--- src/hdl/stps_pkg.sv ---
// Package with the payload types, bundle type and codes shared by the task selector modules.
package stps_pkg;

   localparam logic [1:0] OP_NONE    = 2'd0;
   localparam logic [1:0] OP_CURRENT = 2'd1;
   localparam logic [1:0] OP_QUEUE   = 2'd2;

   localparam logic KIND_MARK   = 1'b0;
   localparam logic KIND_SELECT = 1'b1;

   localparam logic POLICY_SRTF = 1'b0;
   localparam logic POLICY_PRIO = 1'b1;

   localparam logic REG_POLICY     = 1'b0;
   localparam logic REG_TICK_LIMIT = 1'b1;

   localparam int CSR_ADDR_BITS = 3;
   localparam int CSR_DATA_BITS = 32;
   localparam logic [15:0] TICK_LIMIT_RESET = 16'd1024;

   typedef struct packed {
      logic [1:0]  operation;
      logic [5:0]  task_index;
      logic        is_current;
      logic        ready_req;
      logic [15:0] remaining;
      logic [7:0]  priority_req;
      logic [15:0] arrival;
      logic [15:0] duration;
      logic        coin;
      logic [15:0] tick;
      logic        last;
   } req_type;

   typedef struct packed {
      logic        kind;
      logic        found;
      logic [5:0]  task_index_res;
      logic [15:0] tick_res;
      logic        last_res;
   } rsp_type;

   typedef struct packed {
      logic        policy;
      logic [15:0] tick_limit;
   } cfg_type;

   typedef struct packed {
      logic        draw;
      logic        sel;
      logic        found;
      logic [5:0]  cand_task;
      logic [5:0]  prev_task;
      logic [5:0]  sel_task;
      logic [15:0] tick;
   } bundle_type;

endpackage

--- src/hdl/stps_front.sv ---
// Front end: accepts items, compares each candidate with the running best and emits result bundles.
module stps_front #(
   parameter int TIME_BITS = 16
) (
   input  logic                clock,
   input  logic                reset,
   input  logic                req_valid,
   output logic                req_stall,
   input  stps_pkg::req_type   req_payload,
   input  stps_pkg::cfg_type   cfg,
   input  logic                queue_full,
   output logic                push,
   output stps_pkg::bundle_type push_data
);
   import stps_pkg::*;

   localparam int TW = (TIME_BITS < 16) ? TIME_BITS : 16;
   localparam logic [15:0] TIME_MASK = 16'((32'h1 << TW) - 32'h1);

   logic          has_best_ff, has_best_in;
   logic          best_cur_ff, best_cur_in;
   logic [5:0]    best_task_ff, best_task_in;
   logic [TW-1:0] best_rem_ff, best_rem_in;
   logic [7:0]    best_pri_ff, best_pri_in;
   logic [TW-1:0] best_arr_ff, best_arr_in;
   logic [TW-1:0] best_dur_ff, best_dur_in;

   logic          accept;
   logic [TW-1:0] rem_t, arr_t, dur_t;
   logic [15:0]   tick_t;
   logic          is_cur_op, is_queue_op;
   logic          better, equal, take, draw, new_has;
   logic [5:0]    new_task;

   assign req_stall = queue_full;
   assign accept    = req_valid && !queue_full;

   assign rem_t  = req_payload.remaining[TW-1:0];
   assign arr_t  = req_payload.arrival[TW-1:0];
   assign dur_t  = req_payload.duration[TW-1:0];
   assign tick_t = req_payload.tick & TIME_MASK;

   always_comb begin
      is_cur_op   = (req_payload.operation == OP_CURRENT);
      is_queue_op = (req_payload.operation == OP_QUEUE) && req_payload.ready_req;
      if (cfg.policy == POLICY_SRTF) begin
         better = rem_t < best_rem_ff;
         equal  = rem_t == best_rem_ff;
      end else begin
         better = req_payload.priority_req > best_pri_ff;
         equal  = req_payload.priority_req == best_pri_ff;
      end
      take = 1'b0;
      draw = 1'b0;
      if (is_cur_op) begin
         take = 1'b1;
      end else if (is_queue_op) begin
         if (!has_best_ff || better) begin
            take = 1'b1;
         end else if (equal) begin
            if (req_payload.is_current) begin
               take = 1'b1;
            end else if (best_cur_ff) begin
               take = 1'b0;
            end else if (arr_t != best_arr_ff) begin
               take = arr_t < best_arr_ff;
            end else if (dur_t != best_dur_ff) begin
               take = dur_t < best_dur_ff;
            end else begin
               draw = tick_t < cfg.tick_limit;
               take = !req_payload.coin;
            end
         end
      end
      new_has  = has_best_ff || take;
      new_task = take ? req_payload.task_index : best_task_ff;
   end

   always_comb begin
      has_best_in  = has_best_ff;
      best_cur_in  = best_cur_ff;
      best_task_in = best_task_ff;
      best_rem_in  = best_rem_ff;
      best_pri_in  = best_pri_ff;
      best_arr_in  = best_arr_ff;
      best_dur_in  = best_dur_ff;
      if (accept) begin
         if (take) begin
            has_best_in  = 1'b1;
            best_cur_in  = is_cur_op ? 1'b1 : req_payload.is_current;
            best_task_in = req_payload.task_index;
            best_rem_in  = rem_t;
            best_pri_in  = req_payload.priority_req;
            best_arr_in  = arr_t;
            best_dur_in  = dur_t;
         end
         if (req_payload.last) begin
            has_best_in = 1'b0;
         end
      end
   end

   always_ff @(posedge clock) begin
      if (reset) begin
         has_best_ff <= 1'b0;
      end else begin
         has_best_ff <= has_best_in;
      end
      best_cur_ff  <= best_cur_in;
      best_task_ff <= best_task_in;
      best_rem_ff  <= best_rem_in;
      best_pri_ff  <= best_pri_in;
      best_arr_ff  <= best_arr_in;
      best_dur_ff  <= best_dur_in;
   end

   always_comb begin
      push                = accept && (draw || req_payload.last);
      push_data.draw      = draw;
      push_data.sel       = req_payload.last;
      push_data.found     = new_has;
      push_data.cand_task = req_payload.task_index;
      push_data.prev_task = best_task_ff;
      push_data.sel_task  = new_has ? new_task : 6'd0;
      push_data.tick      = tick_t;
   end

endmodule

--- src/hdl/stps_queue.sv ---
// Short first-in first-out queue of result bundles between the front and back ends.
module stps_queue #(
   parameter int DEPTH = 4
) (
   input  logic                 clock,
   input  logic                 reset,
   input  logic                 push,
   input  stps_pkg::bundle_type push_data,
   input  logic                 pop,
   output stps_pkg::bundle_type head,
   output logic                 full,
   output logic                 empty
);
   import stps_pkg::*;

   localparam int PW = (DEPTH > 1) ? $clog2(DEPTH) : 1;
   localparam int CW = $clog2(DEPTH + 1);

   bundle_type    slot_ff [DEPTH];
   logic [PW-1:0] wr_ptr_ff, wr_ptr_in;
   logic [PW-1:0] rd_ptr_ff, rd_ptr_in;
   logic [CW-1:0] count_ff, count_in;
   logic          do_push, do_pop;

   assign full    = (count_ff == CW'(DEPTH));
   assign empty   = (count_ff == '0);
   assign do_push = push && !full;
   assign do_pop  = pop && !empty;
   assign head    = slot_ff[rd_ptr_ff];

   always_comb begin
      wr_ptr_in = wr_ptr_ff;
      rd_ptr_in = rd_ptr_ff;
      count_in  = count_ff;
      if (do_push) begin
         wr_ptr_in = (wr_ptr_ff == PW'(DEPTH - 1)) ? '0 : wr_ptr_ff + 1'b1;
      end
      if (do_pop) begin
         rd_ptr_in = (rd_ptr_ff == PW'(DEPTH - 1)) ? '0 : rd_ptr_ff + 1'b1;
      end
      if (do_push && !do_pop) begin
         count_in = count_ff + 1'b1;
      end else if (do_pop && !do_push) begin
         count_in = count_ff - 1'b1;
      end
   end

   always_ff @(posedge clock) begin
      if (reset) begin
         wr_ptr_ff <= '0;
         rd_ptr_ff <= '0;
         count_ff  <= '0;
      end else begin
         wr_ptr_ff <= wr_ptr_in;
         rd_ptr_ff <= rd_ptr_in;
         count_ff  <= count_in;
      end
      if (do_push) begin
         slot_ff[wr_ptr_ff] <= push_data;
      end
   end

endmodule

--- src/hdl/stps_back.sv ---
// Back end: takes bundles from the queue and delivers their draw marks and selection one by one.
module stps_back (
   input  logic                 clock,
   input  logic                 reset,
   input  stps_pkg::bundle_type head,
   input  logic                 empty,
   output logic                 pop,
   output logic                 rsp_valid,
   input  logic                 rsp_stall,
   output stps_pkg::rsp_type    rsp_payload
);
   import stps_pkg::*;

   localparam logic [1:0] STEP_CAND = 2'd0;
   localparam logic [1:0] STEP_PREV = 2'd1;
   localparam logic [1:0] STEP_SEL  = 2'd2;

   logic       busy_ff, busy_in;
   bundle_type cur_ff, cur_in;
   logic [1:0] step_ff, step_in;
   logic       is_mark, last_now, done;

   always_comb begin
      is_mark = cur_ff.draw && (step_ff != STEP_SEL);
      if (cur_ff.draw) begin
         last_now = cur_ff.sel ? (step_ff == STEP_SEL) : (step_ff == STEP_PREV);
      end else begin
         last_now = 1'b1;
      end
      rsp_valid                  = busy_ff;
      rsp_payload.kind           = is_mark ? KIND_MARK : KIND_SELECT;
      rsp_payload.found          = is_mark ? 1'b0 : cur_ff.found;
      rsp_payload.tick_res       = cur_ff.tick;
      rsp_payload.last_res       = last_now;
      if (is_mark && step_ff == STEP_CAND) begin
         rsp_payload.task_index_res = cur_ff.cand_task;
      end else if (is_mark) begin
         rsp_payload.task_index_res = cur_ff.prev_task;
      end else begin
         rsp_payload.task_index_res = cur_ff.sel_task;
      end
   end

   assign done = busy_ff && !rsp_stall && last_now;
   assign pop  = !empty && (!busy_ff || done);

   always_comb begin
      busy_in = busy_ff;
      cur_in  = cur_ff;
      step_in = step_ff;
      if (pop) begin
         busy_in = 1'b1;
         cur_in  = head;
         step_in = head.draw ? STEP_CAND : STEP_SEL;
      end else if (done) begin
         busy_in = 1'b0;
      end else if (busy_ff && !rsp_stall) begin
         step_in = step_ff + 2'd1;
      end
   end

   always_ff @(posedge clock) begin
      if (reset) begin
         busy_ff <= 1'b0;
         step_ff <= STEP_CAND;
      end else begin
         busy_ff <= busy_in;
         step_ff <= step_in;
      end
      cur_ff <= cur_in;
   end

endmodule

--- src/hdl/srtf_priority_task_selector.sv ---
// Top level of the task selector: register port, front end, bundle queue and back end.
//
// The selector takes one item per cycle while the queue is not full. Each item is compared
// with the running best combinationally by plain comparators in the front end, so a new
// item may follow in the very next cycle. Items that cause results place one bundle in a
// QUEUE_DEPTH-entry queue; the back end delivers one result per cycle from it while rsp_stall
// is low, so an item with a coin draw and the last flag yields two marks and a selection in
// turn, while input transfers go on until the queue fills. Items that cause no result never
// occupy the queue. Registers should be written only while no run is open.
module srtf_priority_task_selector #(
   parameter int TIME_BITS   = 16,
   parameter int QUEUE_DEPTH = 4
) (
   input  logic                                 clock,
   input  logic                                 reset,
   input  logic                                 req_valid,
   output logic                                 req_stall,
   input  stps_pkg::req_type                    req_payload,
   output logic                                 rsp_valid,
   input  logic                                 rsp_stall,
   output stps_pkg::rsp_type                    rsp_payload,
   input  logic                                 psel,
   input  logic                                 penable,
   input  logic                                 pwrite,
   input  logic [stps_pkg::CSR_ADDR_BITS-1:0]   paddr,
   input  logic [stps_pkg::CSR_DATA_BITS-1:0]   pwdata,
   output logic [stps_pkg::CSR_DATA_BITS-1:0]   prdata,
   output logic                                 pready
);
   import stps_pkg::*;

   logic        policy_ff, policy_in;
   logic [15:0] tick_limit_ff, tick_limit_in;
   logic        csr_write;
   cfg_type     cfg;
   logic        push, pop, full, empty;
   bundle_type  push_data, head;

   assign pready    = 1'b1;
   assign csr_write = psel && penable && pwrite;

   always_comb begin
      policy_in     = policy_ff;
      tick_limit_in = tick_limit_ff;
      if (csr_write && paddr[2] == REG_POLICY) begin
         policy_in = pwdata[0];
      end
      if (csr_write && paddr[2] == REG_TICK_LIMIT) begin
         tick_limit_in = pwdata[15:0];
      end
      if (paddr[2] == REG_POLICY) begin
         prdata = {{(CSR_DATA_BITS - 1){1'b0}}, policy_ff};
      end else begin
         prdata = {{(CSR_DATA_BITS - 16){1'b0}}, tick_limit_ff};
      end
   end

   always_ff @(posedge clock) begin
      if (reset) begin
         policy_ff     <= POLICY_SRTF;
         tick_limit_ff <= TICK_LIMIT_RESET;
      end else begin
         policy_ff     <= policy_in;
         tick_limit_ff <= tick_limit_in;
      end
   end

   assign cfg.policy     = policy_ff;
   assign cfg.tick_limit = tick_limit_ff;

   stps_front #(
      .TIME_BITS(TIME_BITS)
   ) u_front (
      .clock      (clock),
      .reset      (reset),
      .req_valid  (req_valid),
      .req_stall  (req_stall),
      .req_payload(req_payload),
      .cfg        (cfg),
      .queue_full (full),
      .push       (push),
      .push_data  (push_data)
   );

   stps_queue #(
      .DEPTH(QUEUE_DEPTH)
   ) u_queue (
      .clock    (clock),
      .reset    (reset),
      .push     (push),
      .push_data(push_data),
      .pop      (pop),
      .head     (head),
      .full     (full),
      .empty    (empty)
   );

   stps_back u_back (
      .clock      (clock),
      .reset      (reset),
      .head       (head),
      .empty      (empty),
      .pop        (pop),
      .rsp_valid  (rsp_valid),
      .rsp_stall  (rsp_stall),
      .rsp_payload(rsp_payload)
   );

endmodule
--- config.mk ---
export PLATFORM = sky130hd
export DESIGN_NAME = srtf_priority_task_selector
export DESIGN_NICKNAME = d
export VERILOG_FILES = /design/src/hdl/stps_pkg.sv /design/src/hdl/stps_front.sv /design/src/hdl/stps_queue.sv /design/src/hdl/stps_back.sv /design/src/hdl/srtf_priority_task_selector.sv
export SDC_FILE = /design/constraint.sdc
export NUM_CORES = 1
export LEC_CHECK = 0
export ABC_CLOCK_PERIOD_IN_PS = 4300
export BUFFER_PORTS_ARGS = -buffer_cell sky130_fd_sc_hd__buf_4
export CORE_AREA = 2 2 217 133
export CTS_CLUSTER_SIZE = 10
export DETAILED_ROUTE_END_ITERATION = 8
export DIE_AREA = 0 0 219 135
export PLACE_DENSITY = 0.63
export SETUP_SLACK_MARGIN = 0.2
export SYNTH_ARGS = -nofsm -noshare
export SYNTH_HDL_FRONTEND = slang
export SYNTH_SLANG_ARGS = --single-unit
--- constraint.sdc ---
create_clock -name clock -period 4.3 [get_ports clock]
set_input_delay 0 -clock clock [delete_from_list [all_inputs] [get_ports clock]]
set_output_delay 0 -clock clock [all_outputs]
set_load 0.005 [all_outputs]
==> impl_metrics.json, run 1 <==
{
  "outcome": "finished, final reports clean",
  "post_cts_buffers": 0,
  "die_h_microns": 135,
  "setup_slack_ns": 0.631,
  "busiest_layer": "met2",
  "setup_tns_ns": 0,
  "area_delta_synth_final_pct": 27.6,
  "synthFlopType": "edfxtp_1",
  "maxCapViolCount": 0,
  "cts_resized": 0,
  "ff2ff_path_depth": 14,
  "min_period_over_period_pct": 85.3,
  "drive_above_1_share_pct": 23.0,
  "synth-simple-area-share_pct": 6.53,
  "reg2reg_to": "u_queue.count_ff[2]$_SDFFE_PP0P_",
  "gr-total-overflow": 0,
  "core_area_sq_um": 27400,
  "netlist.top_cell.by_area": "edfxtp_1",
  "grt_pass1_wl_microns": 40800,
  "power_density_nw_per_um2": 482,
  "grtUsageTotal_pct": 18.2,
  "drc": 0,
  "synth_mux_area_share_pct": 8.76,
  "wirelength_microns": 26600,
  "io_pins": 186,
  "p_leak_nw": 6.07,
  "rsz0062_at_grt": "false",
  "seq_area_frac_synth_pct": 65.7,
  "period_minus_slack_ns": 3.67,
  "gp_congestion": 0.779,
  "antenna_found_initial": 0,
  "setup_viol": 0,
  "min_from": "req_valid",
  "synth_xor_area_share_pct": 0.143,
  "r2r_start": "u_front.best_arr_ff[11]$_DFFE_PP_",
  "syn_inst": 821,
  "synth.cell_area_sq_um": 12300,
  "dp_hpwl_microns": 17300,
  "synth_top_family_by_area": "multiplexers",
  "drt_first_pass_iters": 7,
  "cts_made_buffers": 31,
  "hold_violations": 0,
  "synth_seq_cells": 278,
  "cts_tree": "yes",
  "clkSinkCount": 278,
  "clock_latency_ns": 0.56,
  "endpoint": "u_queue.count_ff[2]$_SDFFE_PP0P_",
  "fmax_mhz": 273,
  "final_net_count": 1289,
  "critPathLaunchType": "register",
  "vdd_drop_max_uv": 328,
  "clk_pin_slew_ns": 0.06,
  "die_w_microns": 219,
  "die_area_sq_um": 29600,
  "max-slew-margin-rel_pct": 30.1,
  "tightestPinTransition_ns": 1.05,
  "met2_usage_pct": 28.4,
  "required_ns": 4.77,
  "diodes": 0,
  "fin_worst_skew_ns": 0.0154,
  "grtUsageMet3_pct": 2.93,
  "r2r_slack_ns": 0.63,
  "postRouteAntennaNets": 0,
  "wl_per_cell_microns": 18.0,
  "ys_warn_count": 0,
  "synth_compound_area_share_pct": 5.06,
  "synth_top_cell_area_share_pct": 60.8,
  "ctsLongestPathBuffers": 3,
  "endpoint_kind": "register",
  "synth.area.top_cells": "edfxtp_1 (61%), ha_1 (8.1%), mux4_2 (6.8%), dfxtp_1 (4.9%), inv_1 (2.7%)",
  "start_util_pct": 44.7,
  "cts_root_buf": "clkbuf_16",
  "async_flop_share_pct": 0,
  "drt_iter0_markers": 467,
  "drv_slew": 0,
  "critPathMaxFanout": 7,
  "critical_path_class": "reg -> reg",
  "grt_max_degree": 49,
  "crit_start": "u_front.best_arr_ff[11]$_DFFE_PP_",
  "syn_area_per_cell_sq_um": 14.9,
  "htree_levels": 1,
  "vias_per_cell": 4.90,
  "rows": 47,
  "min_path_type": "in -> reg",
  "vias": 7226,
  "post-place-ws_ns": 0.609,
  "port_buffers": 150,
  "worst_ep_arrival_time_ns": 4.14,
  "grt_pass1_vias": 7230,
  "grt_use_met1_pct": 27.2,
  "synth.distinct_cells": 60,
  "synthAdderAreaFrac_pct": 8.23,
  "synth-edff-count": 248
}
sequential cells by signal (all words and copies together) (netlist names), named ones only:
| register | count |
|---|---|
| u_back.step_ff | 2 |
| u_back.rsp_payload | 16 |
| u_queue.wr_ptr_ff | 2 |
| u_front.best_rem_ff | 16 |
| u_front.best_task_ff | 6 |
| policy_ff | 1 |
| u_queue.count_ff | 3 |
| tick_limit_ff | 16 |
| u_back.cur_ff | 21 |
| u_queue.rd_ptr_ff | 2 |
| u_front.best_dur_ff | 16 |
| u_front.has_best_ff | 1 |
| u_front.best_pri_ff | 8 |
| u_front.best_cur_ff | 1 |
| u_front.best_arr_ff | 16 |
| u_back.rsp_valid | 1 |
| u_queue.slot_ff | 148 |
cell type report:
type | instances | area, sq um
Fill cell | 2196 | 11800
Tap cell | 367 | 459
Multi-Input combinational cell | 417 | 3590
Timing Repair Buffer | 266 | 2320
Clock inverter | 1 | 8.76
Clock buffer | 56 | 870
Inverter | 89 | 334
Sequential cell | 278 | 8050
cells in the final DEF (no fill, tap or decap), types with 6 or more instances in the layout:
cell type | netlist | layout
mux2i_1 | 15 | 15
nor2b_1 | 6 | 6
mux4_2 | 37 | 37
ha_1 | 79 | 79
dlygate4sd3_1 | 0 | 105
o21ai_0 | 15 | 15
clkbuf_16 | 0 | 31
nand4_1 | 17 | 17
nor3_1 | 11 | 11
a21o_1 | 14 | 14
a21oi_1 | 43 | 43
dfxtp_1 | 30 | 28
buf_4 | 34 | 156
edfxtp_1 | 248 | 248
nand3_1 | 11 | 11
nor2_1 | 31 | 31
inv_1 | 88 | 87
conb_1 | 2 | 17
clkbuf_1 | 11 | 25
nand2_1 | 57 | 57
critical path: stages, from the launching register on:
cell	delay [ns]
edfxtp_1	0.32
inv_1	0.04
ha_1	0.30
nand4_1	0.21
nor4_2	0.48
nand2b_1	0.17
nor4_1	0.31
nand3_1	0.13
o21ai_2	0.29
ha_1	0.24
inv_1	0.06
fa_1	0.38
xor2_1	0.17
or3_1	0.31
a21oi_1	0.16
where the power goes:
part	switching [W]	internal, W
clock	0.000985	0.00135
sequential	0.000224	0.00342
combinational	0.000759	0.000794
total	0.00197	0.00556
logic make-up after synthesis:
family,after synthesis
compound gates,98
flops,278
other cells,2
mux,59
buf+inv,141
simple gates,161
fa+ha+maj,80
xor+xnor,2
how the worst min path moves through the flow:
| stage | cells past startpoint | end | slack (ns) |
|---|---|---|---|
| global route | 3 | u_front.best_task_ff[5]$_DFFE_PP_ | 0.04 |
| floorplan | 1 | prdata[0] | 0.07 |
| detailed placement | 1 | u_front.best_rem_ff[0]$_DFFE_PP_ | 0.19 |
| global placement | 1 | u_front.best_pri_ff[0]$_DFFE_PP_ | 0.19 |
| CTS | 3 | u_front.best_task_ff[5]$_DFFE_PP_ | 0.007 |
| finish | 3 | u_front.best_task_ff[5]$_DFFE_PP_ | 0.03 |
synth_stat cells, types with 3 or more instances:
master    count
a211oi_1      3
mux4_2       37
nor2b_1       6
nor2_1       31
nand3_1      11
a211o_1       4
edfxtp_1    248
mux2_4        3
and2_1        5
mux2i_1      15
or3_1         3
a21o_1       14
a21oi_1      43
inv_1        88
dfxtp_1      30
buf_2         3
nand2_1      57
nor3_1       11
nand4_1      17
ha_1         79
mux2_2        4
clkbuf_1     11
o211ai_1      3
o21ai_0      15
buf_4        34
nand2b_1      5
per-stage QoR:
step,area (sq um),total power (W),hold WS (ns),std cells,util (%)
floorplan,12300,0.00460,0.0698,836,-
global placement,13700,0.00517,0.188,1312,50.0
detailed placement,13700,0.00520,0.191,1312,50.0
CTS,15600,0.00762,0.00729,1474,57.0
global route,15600,0.00790,0.0430,1474,57.0
finish,15600,0.00753,0.0274,1474,57.0
what timing repair did:
| item | 4_1_cts | 5_1_grt |
|---|---|---|
| hold buffers | 105 | 0 |
| endpoints found under the hold margin | 209 | 0 |
| setup endpoints to repair | 0 | 0 |
metal layers:
layer,wire (microns),up-vias
li1,-,3525
met1,13000,3487
met2,11900,184
met3,1340,30
met4,400,0
met5,0,-
No activity file was read; power rests on OpenSTA's default activity.
==> run 2, diff against run 1 <==
==> constraint.sdc (replaced) <==
create_clock -name clock -period 4.3 [get_ports clock]
set_input_delay 0 -clock clock [delete_from_list [all_inputs] [get_ports clock]]
set_output_delay 0 -clock clock [all_outputs]
set_load 0.1 [all_outputs]
==> run 2 against run 1 <==
Effect of this change:
- die area unchanged
- power increased by 17%
- fmax decreased by 0.43%
- worst hold slack improved by 0.13 ns
- utilization about the same
- clock skew decreased by 0.0027 ns
- clock power about the same
- non-clock buffer count increased by 2
- register-to-register slack got worse by 0.02 ns
- first-iteration DRC count decreased by 18%
- critical path depth unchanged
- critical path type unchanged
- largest power group unchanged
==> impl_metrics.json, run 2 (same netlist as run 1, synthesis figures left out) <==
{
  "final_cell_mix": "edfxtp_1 (248), buf_4 (158), dlygate4sd3_1 (105)",
  "final_common_cell": "edfxtp_1",
  "top_register": "u_queue.slot_ff",
  "area_delta_synth_final_pct": 27.7,
  "outcome": "finished, final reports clean",
  "hold_slack_ns": 0.161,
  "wirelength_microns": 26700,
  "die_h_microns": 135,
  "drive_above_1_share_pct": 23.2,
  "drv_slew": 0,
  "clkSinkCount": 278,
  "hold_violations": 0,
  "power_density_nw_per_um2": 564,
  "clock_latency_ns": 0.55,
  "vdd_drop_max_uv": 505,
  "fin_util_pct": 57.1,
  "core_area_sq_um": 27400,
  "critPathMaxFanout": 7,
  "vias": 7224,
  "cts_resized": 0,
  "min_path_type": "in -> reg",
  "drc": 0,
  "largest_reg_flops": 148,
  "setup_tns_ns": 0,
  "tightestPinTransition_ns": 1.06,
  "ctsLongestPathBuffers": 3,
  "worst_ep_arrival_time_ns": 4.17,
  "dp_hpwl_microns": 17300,
  "min_period_over_period_pct": 85.7,
  "port_buffers": 150,
  "drt_first_pass_iters": 4,
  "die_w_microns": 219,
  "cts_root_buf": "clkbuf_16",
  "gr-total-overflow": 0,
  "wl_per_cell_microns": 18.1,
  "critical_path_class": "reg -> reg",
  "cts_made_buffers": 31,
  "grt_pass1_vias": 7428,
  "grt_max_degree": 38,
  "cts_tree": "yes",
  "postRouteAntennaNets": 0,
  "grt_pass1_wl_microns": 41400,
  "critPathLaunchType": "register",
  "p_leak_nw": 6.08,
  "max-slew-margin-rel_pct": 29.2,
  "endpoint_kind": "register",
  "gp_congestion": 0.755,
  "rsz0062_at_grt": "false",
  "setup_viol": 0,
  "grtUsageTotal_pct": 18.4,
  "vias_per_cell": 4.90,
  "clk_pin_slew_ns": 0.06,
  "fin_worst_skew_ns": 0.0127,
  "fmax_mhz": 271,
  "start_util_pct": 44.7,
  "diodes": 0,
  "htree_levels": 1,
  "drt_iter0_markers": 381,
  "required_ns": 4.78,
  "period_minus_slack_ns": 3.68,
  "die_area_sq_um": 29600,
  "io_pins": 186,
  "post_cts_buffers": 0,
  "rows": 47,
  "final_net_count": 1291,
  "nFillCells": 2173,
  "antenna_found_initial": 0,
  "maxCapViolCount": 0,
  "largest_registers": "u_queue.slot_ff x148, u_back.cur_ff x21"
}
## run 2: power breakdown
part	internal [W]	switching, W
Clock	0.00134	0.000985
Sequential	0.00342	0.000230
Combinational	0.000830	0.00201
Total	0.00559	0.00323
## run 2: final timing paths
path | slack, ns | end | start | cells past startpoint
max | 0.62 | u_queue.count_ff[2]$_SDFFE_PP0P_ | u_front.best_arr_ff[11]$_DFFE_PP_ | 14
min | 0.16 | tick_limit_ff[14]$_SDFFE_PP0P_ | penable | 6
min reg2reg | 0.45 | tick_limit_ff[6]$_SDFFE_PP0P_ | tick_limit_ff[6]$_SDFFE_PP0P_ | 2
max reg2reg | 0.62 | u_queue.count_ff[2]$_SDFFE_PP0P_ | u_front.best_arr_ff[11]$_DFFE_PP_ | 14
## run 2: metrics by stage
stage	instance area [sq um]	cells	worst slack [ns]	total power [W]
6_report	15600	1475	0.615	0.00882
5_1_grt	15600	1475	0.414	0.00918
4_1_cts	15600	1475	0.618	0.00890
3_5_place_dp	13700	1314	0.653	0.00649
3_3_place_gp	13700	1314	0.686	0.00646
2_1_floorplan	12300	836	0.583	0.00586
## run 2: worst max-delay path: stages, from the launching register on
cell      delay (ns)
edfxtp_1        0.33
inv_1           0.04
ha_1            0.30
nand4_1         0.20
nor4_2          0.52
nand2b_1        0.18
nor4_1          0.31
nand3_1         0.14
o21ai_2         0.31
ha_1            0.24
inv_1           0.06
fa_1            0.37
xor2_1          0.17
or3_1           0.31
a21oi_1         0.14
## run 2: area by class of cell
cell class	instances	area, sq um	area share [%]
Clock buffer	56	870	5.56
Inverter	89	334	2.14
Multi-Input combinational cell	417	3590	23.0
Sequential cell	278	8050	51.5
Tap cell	367	459	2.94
Timing Repair Buffer	268	2340	14.9
## run 2: per-layer routing
| metal | vias to the layer above | GRT usage [%] | wire length, microns |
|---|---|---|---|
| li1 | 3537 | - | - |
| met1 | 3497 | 27.0 | 12900 |
| met2 | 154 | 29.2 | 11900 |
| met5 | - | 0 | 0 |
| met4 | 0 | 3.79 | 588 |
| met3 | 36 | 3.18 | 1270 |
## run 2: timing repair
item,CTS,global route
hold endpoints to repair,215,0
hold buffers,105,0
setup endpoints to repair,0,0
==> run 3, diff against run 2 <==
ABC_AREA = 1   (was unset)
BUFFER_PORTS_ARGS = -buffer_cell sky130_fd_sc_hd__clkbuf_2   (was -buffer_cell sky130_fd_sc_hd__buf_4)
CORE_AREA = 2 2 218 134   (was 2 2 217 133)
DIE_AREA = 0 0 220 136   (was 0 0 219 135)
==> run 3 against run 2 <==
Effect of this change:
- sequential share of layout area rose by 1.0 points
- via count rose by 16%
- clock power fell by 3%
- largest cell class unchanged
- largest power group unchanged
- wire length rose by 2.9%
- critical path depth rose by 3
==> impl_metrics.json, run 3 <==
{
  "intPower_w": 0.00536,
  "max_stage_delay_ns": 0.52,
  "pwr-share-clk_pct": 25.4,
  "combPwrFrac_pct": 34.5,
  "dp_hpwl_microns": 17200,
  "post_cts_buffers": 0,
  "syn_area_per_cell_sq_um": 11.4,
  "start_util_pct": 44.3,
  "die_area_sq_um": 29900,
  "antenna_found_initial": 0,
  "ctsLongestPathBuffers": 3,
  "p_leak_nw": 6.44,
  "required_ns": 4.54,
  "synth-edff-count": 248,
  "core_area_sq_um": 28100,
  "drt_first_pass_iters": 5,
  "final_net_count": 1544,
  "seq_area_frac_synth_pct": 64.6,
  "synth.distinct_cells": 37,
  "crit_path_frequent_cell": "nand2_1",
  "synthFlopType": "edfxtp_1",
  "max-slew-margin-rel_pct": 47.6,
  "synth_commonest_cells": "edfxtp_1 (248), inv_1 (158), nor2_1 (120)",
  "final_cell_mix": "edfxtp_1 (248), inv_1 (156), clkbuf_2 (150)",
  "busiest_layer": "met2",
  "drt_iter0_markers": 638,
  "endpoint_kind": "register",
  "p_switching_w": 0.00354,
  "final_area_sq_um": 15300,
  "htree_levels": 1,
  "wirelength_microns": 27400,
  "fin_worst_skew_ns": 0.0218,
  "gr-total-overflow": 0,
  "grtUsageTotal_pct": 18.4,
  "synth_top_cell_area_share_pct": 59.8,
  "io_pins": 186,
  "drv_slew": 0,
  "drc": 0,
  "largest_reg_flops": 148,
  "clk_pin_slew_ns": 0.06,
  "min_path_type": "in -> reg",
  "netlist.top_cell.by_area": "edfxtp_1",
  "grt_max_degree": 75,
  "power_density_nw_per_um2": 580,
  "ys_warn_count": 0,
  "cts_tree": "yes",
  "seq_area_sq_um": 8050,
  "grtUsageMet3_pct": 3.71,
  "largest_registers": "u_queue.slot_ff x148, u_back.cur_ff x21",
  "period_minus_slack_ns": 3.09,
  "synth_seq_cells": 278,
  "path_cells": "inv_1, ha_1, nand2_1, nor2_1, nand4_1, nor2_1, nor2_1, nand2_1, nand3_1, nand2_1, nand2_1, nand2_2, nand2_4, nand2_8, nand2_1, inv_2, buf_12",
  "rows": 48,
  "gp_congestion": 0.782,
  "die_w_microns": 220,
  "port_buffers": 150,
  "cts_made_buffers": 31,
  "wl_per_cell_microns": 15.9,
  "maxCapViolCount": 0,
  "min_from": "req_valid",
  "diodes": 0,
  "final_common_cell": "edfxtp_1",
  "place_area_sq_um": 13500,
  "crit_buf_inv": 3,
  "vias": 8352,
  "vdd_drop_max_uv": 800,
  "syn_inst": 1093,
  "outcome": "finished, final reports clean",
  "critPathLaunchType": "register",
  "clock_latency_ns": 0.55,
  "met2_usage_pct": 28.6,
  "grt_pass1_vias": 8079,
  "power.share.sequential_pct": 40.1,
  "async_flop_share_pct": 0,
  "clkSinkCount": 278,
  "synth.cell_area_sq_um": 12500,
  "rsz0062_at_grt": "false",
  "critical_path_class": "reg -> reg",
  "cp_slowest_cell": "inv_2",
  "worst_ep_arrival_time_ns": 3.33,
  "postRouteAntennaNets": 0,
  "die_h_microns": 136,
  "fmax_mhz": 323,
  "min_period_over_period_pct": 71.9,
  "area_delta_synth_final_pct": 23.1,
  "drive_above_1_share_pct": 16.7,
  "cts_root_buf": "clkbuf_16",
  "sw_frac_of_total_pct": 39.8,
  "setup_viol": 0,
  "vias_per_cell": 4.84,
  "r2r_start": "u_front.best_dur_ff[15]$_DFFE_PP_",
  "grt_use_met1_pct": 27.1,
  "crit_start": "u_front.best_dur_ff[15]$_DFFE_PP_",
  "nFillCells": 2370,
  "crit_family": "simple AND/OR/NAND/NOR gates",
  "hold_violations": 0,
  "grt_pass1_wl_microns": 42500,
  "top_register": "u_queue.slot_ff",
  "synth.area.top_cells": "edfxtp_1 (60%), ha_1 (7.9%), dfxtp_1 (4.8%), inv_1 (4.8%), o21ai_0 (4.4%)",
  "multi_input_area_sq_um": 3520,
  "setup_tns_ns": 0,
  "critPathMaxFanout": 31,
  "tightestPinTransition_ns": 0.785,
  "yosys.cell_count.top_type": "edfxtp_1"
}
-- run 3: changes by cell type after synthesis, sizes merged, moves of 17 or more --
cell / change
nand3: +19
inv: +73
mux4: -37
o21ai: +96
o22ai: +37
nor2: +98
clkbuf: +17
nand2: +62
-- run 3: cells by family after synthesis --
group	Yosys count	synth area share (%)
simple gates	300	10.5
flops	278	64.6
buf+inv	227	7.90
compound gates	206	8.83
fa+ha+maj	80	8.09
other cells	2	0.0603
-- run 3: worst paths after layout --
check / cells past startpoint / end / slack [ns]
setup / recovery: 17 / u_front.best_arr_ff[1]$_DFFE_PP_ / 1.21
hold / removal: 3 / u_front.best_task_ff[1]$_DFFE_PP_ / 0.07
setup reg to reg: 17 / u_front.best_arr_ff[1]$_DFFE_PP_ / 1.21
hold reg to reg: 2 / tick_limit_ff[11]$_SDFFE_PP0P_ / 0.47
-- run 3: metal layers --
layer  routed length, microns  part of all wire [%]  vias up
li1                         -                     -     4194
met1                    13200                    48     3903
met2                    12200                    44      227
met3                     1670                   6.1       28
met4                      401                   1.5        0
met5                        0                     0        -
-- run 3: worst reg2reg max path: stages, from the launching register on --
cell,delay (ns)
edfxtp_1,0.34
inv_1,0.04
ha_1,0.28
nand2_1,0.08
nor2_1,0.19
nand4_1,0.16
nor2_1,0.11
nor2_1,0.04
nand2_1,0.06
nand3_1,0.06
nand2_1,0.06
nand2_1,0.06
nand2_2,0.07
nand2_4,0.13
nand2_8,0.16
nand2_1,0.10
inv_2,0.52
buf_12,0.29
-- run 3: layout make-up --
| cell class | count | area share, % |
|---|---|---|
| Multi-Input combinational cell | 603 | 23.0 |
| Clock buffer | 45 | 5.40 |
| Sequential cell | 278 | 52.5 |
| Tap cell | 375 | 3.06 |
| Inverter | 161 | 3.94 |
| Timing Repair Buffer | 263 | 12.2 |
-- run 3: power groups by stage --
| stage | clock (W) | sequential [W] | combinational (W) |
|---|---|---|---|
| after floorplan | 0 | 0.00363 | 0.00241 |
| after global placement | 0 | 0.00362 | 0.00298 |
| after detailed placement | 0 | 0.00362 | 0.00301 |
| after CTS | 0.00233 | 0.00357 | 0.00309 |
| after global routing | 0.00242 | 0.00360 | 0.00330 |
| final | 0.00226 | 0.00357 | 0.00307 |
-- run 3: repair_timing --
item / 4_1_cts / 5_1_grt
endpoints found under the hold margin: 190 / 0
gates resized for setup: 0 / 0
hold buffers: 102 / 0
-- run 3: metrics by stage --
step | setup slack (ns) | hold WS, ns | instances | total power, W | util [%]
floorplan | 0.370 | 0.0715 | 1108 | 0.00605 | -
global placement | 1.22 | 0.194 | 1578 | 0.00660 | 48.0
detailed placement | 1.19 | 0.196 | 1578 | 0.00664 | 48.0
CTS | 1.14 | 0.0502 | 1725 | 0.00899 | 54.6
global route | 0.874 | 0.0788 | 1725 | 0.00931 | 54.6
finish | 1.21 | 0.0709 | 1725 | 0.00890 | 54.6
